[src/rtl/core/lpg_pkg.sv]
// package with the shared types and constants of the line pixel generator
`default_nettype none

package lpg_pkg;

    localparam logic       KIND_START = 1'b0;
    localparam logic       KIND_STEP  = 1'b1;
    localparam logic [7:0] ROW_LIMIT  = 8'd191;

    typedef struct packed {
        logic       active;
        logic [7:0] cur_x;
        logic [7:0] cur_y;
        logic [7:0] goal_x;
        logic [7:0] goal_y;
        logic [8:0] twice_dx;
        logic [8:0] twice_dy;
        logic [9:0] balance;
        logic       step_left_x;
        logic       step_up_y;
        logic       x_major;
        logic [7:0] line_color;
    } line_state_t;

    typedef struct packed {
        logic [1:0]  section;
        logic [13:0] offset;
        logic [7:0]  pixel_color;
        logic        last_pixel;
    } pixel_t;

endpackage

`default_nettype wire

[src/rtl/core/lpg_setup.sv]
// line setup: direction signs, doubled deltas and initial balance from two endpoints
`default_nettype none

module lpg_setup (
    input  wire logic [7:0]         start_x,
    input  wire logic [7:0]         start_y,
    input  wire logic [7:0]         end_x,
    input  wire logic [7:0]         end_y,
    input  wire logic [7:0]         ink,
    output logic                    rows_ok,
    output lpg_pkg::line_state_t    init_state
);
    import lpg_pkg::*;

    logic       left_x;
    logic       up_y;
    logic [7:0] dx;
    logic [7:0] dy;
    logic       major_x;

    always_comb begin
        rows_ok = (start_y <= ROW_LIMIT) && (end_y <= ROW_LIMIT);
        left_x  = end_x < start_x;
        up_y    = end_y < start_y;
        dx      = left_x ? (start_x - end_x) : (end_x - start_x);
        dy      = up_y ? (start_y - end_y) : (end_y - start_y);
        major_x = dx >= dy;

        init_state.active      = 1'b1;
        init_state.cur_x       = start_x;
        init_state.cur_y       = start_y;
        init_state.goal_x      = end_x;
        init_state.goal_y      = end_y;
        init_state.twice_dx    = {dx, 1'b0};
        init_state.twice_dy    = {dy, 1'b0};
        init_state.step_left_x = left_x;
        init_state.step_up_y   = up_y;
        init_state.x_major     = major_x;
        init_state.line_color  = ink;
        // balance is 2*minor - major, kept modulo 2^10
        if (major_x) begin
            init_state.balance = {1'b0, dy, 1'b0} - {2'b00, dx};
        end else begin
            init_state.balance = {1'b0, dx, 1'b0} - {2'b00, dy};
        end
    end

endmodule

`default_nettype wire

[src/rtl/core/lpg_step.sv]
// one line step: current pixel and the state after it
`default_nettype none

module lpg_step (
    input  wire lpg_pkg::line_state_t cur_state,
    output lpg_pkg::pixel_t           pixel,
    output lpg_pkg::line_state_t      next_state
);
    import lpg_pkg::*;

    logic       last;
    logic       bal_nonneg;
    logic [7:0] x_moved;
    logic [7:0] y_moved;
    logic [9:0] minor_sub;
    logic [9:0] major_add;

    always_comb begin
        last = cur_state.x_major ? (cur_state.cur_x == cur_state.goal_x)
                                 : (cur_state.cur_y == cur_state.goal_y);
        bal_nonneg = !cur_state.balance[9];
        x_moved = cur_state.step_left_x ? (cur_state.cur_x - 8'd1) : (cur_state.cur_x + 8'd1);
        y_moved = cur_state.step_up_y ? (cur_state.cur_y - 8'd1) : (cur_state.cur_y + 8'd1);

        pixel.section     = cur_state.cur_y[7:6];
        pixel.offset      = {cur_state.cur_y[5:0], cur_state.cur_x};
        pixel.pixel_color = cur_state.line_color;
        pixel.last_pixel  = last;

        if (cur_state.x_major) begin
            minor_sub = bal_nonneg ? {1'b0, cur_state.twice_dx} : 10'd0;
            major_add = {1'b0, cur_state.twice_dy};
        end else begin
            minor_sub = bal_nonneg ? {1'b0, cur_state.twice_dy} : 10'd0;
            major_add = {1'b0, cur_state.twice_dx};
        end

        next_state = cur_state;
        if (last) begin
            next_state.active = 1'b0;
        end else begin
            next_state.balance = cur_state.balance - minor_sub + major_add;
            if (cur_state.x_major) begin
                next_state.cur_x = x_moved;
                if (bal_nonneg) begin
                    next_state.cur_y = y_moved;
                end
            end else begin
                next_state.cur_y = y_moved;
                if (bal_nonneg) begin
                    next_state.cur_x = x_moved;
                end
            end
        end
    end

endmodule

`default_nettype wire

[src/rtl/core/line_pixel_generator.sv]
// line pixel generator: the pixel of an accepted step item is registered and driven on m_tdata
// throughput 1 item per cycle while s_tready is high; each step is computed from the line state register
// start items and steps with no active line produce nothing
// s_tready stays high while the output register is empty or being taken
// synchronous active-low reset clears the line state and the output valid
`default_nettype none

module line_pixel_generator (
    input  wire logic        aclk,
    input  wire logic        aresetn,
    input  wire logic        s_tvalid,
    output logic             s_tready,
    input  wire logic [39:0] s_tdata,   // start_x, start_y, end_x, end_y, ink
    input  wire logic        s_tuser,   // kind
    output logic             m_tvalid,
    input  wire logic        m_tready,
    output logic [23:0]      m_tdata,   // section, offset, pixel_color
    output logic             m_tlast
);
    import lpg_pkg::*;

    line_state_t state_reg;
    line_state_t state_next;
    line_state_t setup_state;
    line_state_t step_state;
    pixel_t      step_pixel;
    pixel_t      pixel_reg;
    pixel_t      pixel_next;
    logic        m_valid_reg;
    logic        m_valid_next;
    logic        rows_ok;
    logic        accept;
    logic        emit;

    lpg_setup u_setup (
        .start_x   (s_tdata[7:0]),
        .start_y   (s_tdata[15:8]),
        .end_x     (s_tdata[23:16]),
        .end_y     (s_tdata[31:24]),
        .ink       (s_tdata[39:32]),
        .rows_ok   (rows_ok),
        .init_state(setup_state)
    );

    lpg_step u_step (
        .cur_state (state_reg),
        .pixel     (step_pixel),
        .next_state(step_state)
    );

    assign s_tready = !m_valid_reg || m_tready;
    assign accept   = s_tvalid && s_tready;
    assign emit     = accept && (s_tuser == KIND_STEP) && state_reg.active;

    always_comb begin
        state_next   = state_reg;
        pixel_next   = pixel_reg;
        m_valid_next = m_valid_reg && !m_tready;
        if (accept) begin
            case (s_tuser)
                KIND_START: begin
                    if (rows_ok) begin
                        state_next = setup_state;
                    end else begin
                        state_next.active = 1'b0;
                    end
                end
                KIND_STEP: begin
                    if (state_reg.active) begin
                        state_next   = step_state;
                        pixel_next   = step_pixel;
                        m_valid_next = 1'b1;
                    end
                end
                default: begin
                    state_next = state_reg;
                end
            endcase
        end
    end

    always_ff @(posedge aclk) begin
        if (!aresetn) begin
            state_reg   <= '0;
            m_valid_reg <= 1'b0;
        end else begin
            state_reg   <= state_next;
            m_valid_reg <= m_valid_next;
        end
        pixel_reg <= pixel_next;
    end

    assign m_tvalid = m_valid_reg;
    assign m_tdata  = {pixel_reg.pixel_color, pixel_reg.offset, pixel_reg.section};
    assign m_tlast  = pixel_reg.last_pixel;

    // a step with no line running never produces a pixel
    a_idle_step_silent: assert property (@(posedge aclk) disable iff (!aresetn)
        (accept && s_tuser == KIND_STEP && !state_reg.active && m_tready) |=> !m_tvalid)
        else $error("pixel produced without an active line");

    // the endpoint pixel ends the line
    a_last_ends_line: assert property (@(posedge aclk) disable iff (!aresetn)
        (emit && step_pixel.last_pixel) |=> (!state_reg.active && m_tvalid && m_tlast))
        else $error("line still active after its last pixel");

    // a start with a row off screen leaves no line running
    a_bad_row_drops: assert property (@(posedge aclk) disable iff (!aresetn)
        (accept && s_tuser == KIND_START && !rows_ok) |=> !state_reg.active)
        else $error("line active after off-screen start");

    // an emitted pixel always lies on the 192-row screen
    a_section_range: assert property (@(posedge aclk) disable iff (!aresetn)
        m_tvalid |-> (m_tdata[1:0] != 2'd3))
        else $error("pixel section out of range");

endmodule

`default_nettype wire

[config.mk]
export PLATFORM = sky130hd
export DESIGN_NAME = line_pixel_generator
export DESIGN_NICKNAME = d
export VERILOG_FILES = /design/src/rtl/core/lpg_pkg.sv /design/src/rtl/core/lpg_setup.sv /design/src/rtl/core/lpg_step.sv /design/src/rtl/core/line_pixel_generator.sv
export SDC_FILE = /design/constraint.sdc
export NUM_CORES = 1
export LEC_CHECK = 0
export BUFFER_PORTS_ARGS = -buffer_cell sky130_fd_sc_hd__buf_2
export CAP_MARGIN = 30
export CELL_PAD_IN_SITES_DETAIL_PLACEMENT = 0
export CELL_PAD_IN_SITES_GLOBAL_PLACEMENT = 2
export CORE_MARGIN = 1.5
export CORE_UTILIZATION = 40
export DETAILED_ROUTE_END_ITERATION = 8
export PLACE_DENSITY_LB_ADDON = 0.1
export SKIP_LAST_GASP = 1
export SLEW_MARGIN = 20
export SYNTH_ARGS = -nofsm -noshare
export SYNTH_HDL_FRONTEND = slang
export SYNTH_SLANG_ARGS = --single-unit
[constraint.sdc]
create_clock -name aclk -period 9.89 [get_ports aclk]
set_input_delay 0.4945 -clock aclk [delete_from_list [all_inputs] [get_ports aclk]]
set_output_delay 0.4945 -clock aclk [all_outputs]
set_load 0.02 [all_outputs]
==> impl_metrics.csv <==
group,metric,value,unit
outcome,outcome,"complete, no violations",
worst_setup_path,crit_path_end_kind,"flip-flop",
logic_synthesis,ys_top_cells_by_area,"dfxtp_1 20%, ha_1 12%, edfxtp_1 10%",
min_path,hold_depth,3,
floorplan,start_util,40.63,%
worst_setup_path,rr_worst_depth,15,
cells_and_area,drive_gt1_share,15.44,%
placed_design,portBuffers,71,
worst_setup_path,cp_data_required_time,10.19,ns
worst_setup_path,cp.arrival,4.69,ns
grt,grt_pass1_wl,31.13,mm
placed_design,dp_cells,1106,
cells_and_area,largest_reg_flops,70,
worst_setup_path,crit_fanout,18,
grt,first_global_vias,5776,
clocking,clk_latency,0.36,ns
worst_setup_path,crit_family,"compound AO/OA/AOI/OAI gates",
clocking,post_cts_buffers,0,
worst_setup_path,critPathLaunchType,"input port",
timing,finalClockSkew,0.009935,ns
worst_setup_path,crit_chain,"buf_2 > inv_1 > ha_1 > inv_1 > fa_1 > a211oi_2 > o211ai_2 > nand2_1 > mux2_2 > o21ai_0 > o211ai_1 > xnor2_1 > inv_1 > ha_1 > a21o_1 > a21oi_1 > and2_0 > a31o_2 > nand3_1 > or3_1 > nand2_1 > o31a_1",
logic_synthesis,synth_area,7273,µm²
timing,finalSetupViolCount,0,
timing,rsz0062_at_grt,"no",
floorplan,dieArea,19000,µm²
cells_and_area,final_nets,1020,
power,power_leakage,0.003676,µW
drt,drt-pass1-iter-count,7,
clocking,clkSinkCount,96,
drt,ant_nets,0,
timing,hold_slack,0.3895,ns
job,drv_cap,0,
cells_and_area,nFillCells,1802,
placed_design,dp_hpwl,14.81,mm
floorplan,num_rows,49,
cells_and_area,n_antenna_cell,0,
timing,relSlewSlack,52.84,%
worst_setup_path,timing.rr.start,"state_reg[8]",
drt,drt_iter0_drc,396,
floorplan,pin_count,72,
grt,overflow,0,
clocking,clk_pin_slew_worst_paths,0.07,ns
clocking,cts_tree,"built",
clocking,cts_resized,0,
clocking,postCtsHoldBufs,0,
logic_synthesis,ys_ff_latch,96,
min_path,min_path_type,"in2reg",
timing,tns,0,ns
logic_synthesis,synth_edf_count,25,
power,ir_worst_vdd,0.00009115,V
worst_setup_path,cp_slowest_cell,"fa_1",
worst_setup_path,critPathBufInv,4,
drt,viasPerCell,5.398,
logic_synthesis,ys_types,69,
timing,slew_violations,0,
timing,fin_crit,4.384,ns
floorplan,die_h,137.8,µm
grt,grt_max_degree,72,
logic_synthesis,yosys.area.top_type,"dfxtp_1",
placed_design,gp_congestion,0.8885,
logic_synthesis,seq_area_frac_synth,29.86,%
timing,min_period_over_period,44.33,%
logic_synthesis,yosysWarnings,0,
grt,grt_usage,21.62,%
floorplan,die_x,137.8,µm
logic_synthesis,ys_top_cells_by_count,"106 x nand2_1, 71 x dfxtp_1, 71 x ha_1",
clocking,cts_made_buffers,9,
cells_and_area,synthToLayoutAreaGrowth,12.42,%
cells_and_area,instances_no_fill,1123,
logic_synthesis,synth_nets,963,
drt,avgRoutedWirePerCell,17.59,µm
clocking,cts_buffer_depth,2,
logic_synthesis,synthCells,832,
logic_synthesis,synth_ff_type,"dfxtp_1",
logic_synthesis,yosysMostFrequentCell,"nand2_1",
clocking,cts_htree_levels,3,
timing,worst_pin_slew,0.7075,ns
timing,final-hold-violation-count,0,
floorplan,core-area,17900,µm²
min_path,hold_path_end,"state_reg[0]",
worst_setup_path,crit_top_cell,"inv_1",
drt,drt-total-wl,19.76,mm
min_path,min_from,"s_tdata[32]",
cells_and_area,design_area,8177,µm²
logic_synthesis,postSynthAreaPerCell,8.742,µm²
placed_design,dpl-instance-area,7870,µm²
worst_setup_path,max_stage_delay,0.44,ns
logic_synthesis,synth_top_area_share,19.54,%
timing,fmax,228.1,MHz
logic_synthesis,synthArstFlopShare,0,%
worst_setup_path,r2r_end,"state_reg[19]",
grt,grt_antenna_before_repair,0,
power,p_per_area,171.5,nW/µm²
worst_setup_path,r2r_slack,5.92,ns
clocking,cts_root_buffer,"clkbuf_16",
drt,drc,0,
drt,vias,6062,
worst_setup_path,worstSetupPathType,"in2reg",
[cells by family (layout without fill, tap and decap cells)]
kind of cell	count (synthesis)	in the layout	synth area share (%)
buffers and inverters	102	164	5.333
and+or+nand+nor	219	219	14.24
xor gates and xnor gates	58	58	7.088
muxes	32	32	4.576
adders and majority gates	87	87	16.50
AOI/OAI and AO/OA	236	236	22.29
other	2	2	0.1033
DFF	96	96	29.86
[metal layers]
layer	part of all wire (%)	vias up	GRT usage, %	wire length (µm)
met4	2.0	0	6.771	401
met1	48	2857	29.93	9450
met2	46	152	35.10	9141
met3	3.9	24	2.465	762
li1	-	3029	-	-
met5	0	-	0	0
[tightest hold or removal path, cell delays in order]
cell      delay, ns
buf_2          0.10
nand2_1        0.04
a21boi_0       0.06
[metrics by stage]
stage,util (%),setup slack (ns),power (µW)
finish,45.67,5.506,1403
global route,45.67,5.074,1501
CTS,45.63,5.496,1411
global placement,43.79,5.258,1045
detailed placement,43.96,5.138,1050
floorplan,-,5.638,904.2
[power by group]
| part | internal [µW] | leakage [µW] | switching [µW] |
|---|---|---|---|
| Sequential | 422 | 0.000808 | 22.2 |
| Combinational | 250 | 0.00273 | 352 |
| Clock | 184 | 0.000140 | 173 |
| Total | 855 | 0.00368 | 547 |
[worst max path at each step]
stage                               end  cells after the start  slack [ns]        start
after detailed placement  state_reg[12]                     21        5.14  s_tdata[16]
after global placement    state_reg[12]                     20        5.26  s_tdata[24]
after floorplan           state_reg[16]                     22        5.64  s_tdata[16]
after global routing      state_reg[17]                     22        5.07  s_tdata[16]
final                     state_reg[17]                     22        5.51  s_tdata[16]
after CTS                 state_reg[12]                     21        5.50  s_tdata[16]
[area by class of cell]
type | instances | area (µm²) | share of cell area (%)
flip-flops and latches | 96 | 2172 | 26.56
clock buffers | 10 | 239.0 | 2.923
well taps | 229 | 286.5 | 3.504
multi-input cells | 634 | 4726 | 57.80
clock inverters | 6 | 60.06 | 0.7345
repair buffers | 80 | 437.9 | 5.356
inverters | 68 | 255.2 | 3.122
[cells in the final DEF, fill, tap and decap left out, drive strengths merged, types with 6 or more instances in the layout]
cell type	instances
o21ai	47
o211a	15
nor2b	21
a21boi	32
xor2	24
o221ai	8
nor2	30
ha	71
o21bai	6
edfxtp	25
and2	15
mux2	10
a21o	14
xnor2	34
a31oi	9
dfxtp	71
or2	7
fa	15
a21oi	50
inv	71
nand2	106
mux2i	22
nand3	10
buf	80
clkbuf	10
o22ai	10
o211ai	11
Note: power is estimated with default switching activity, not from simulation.
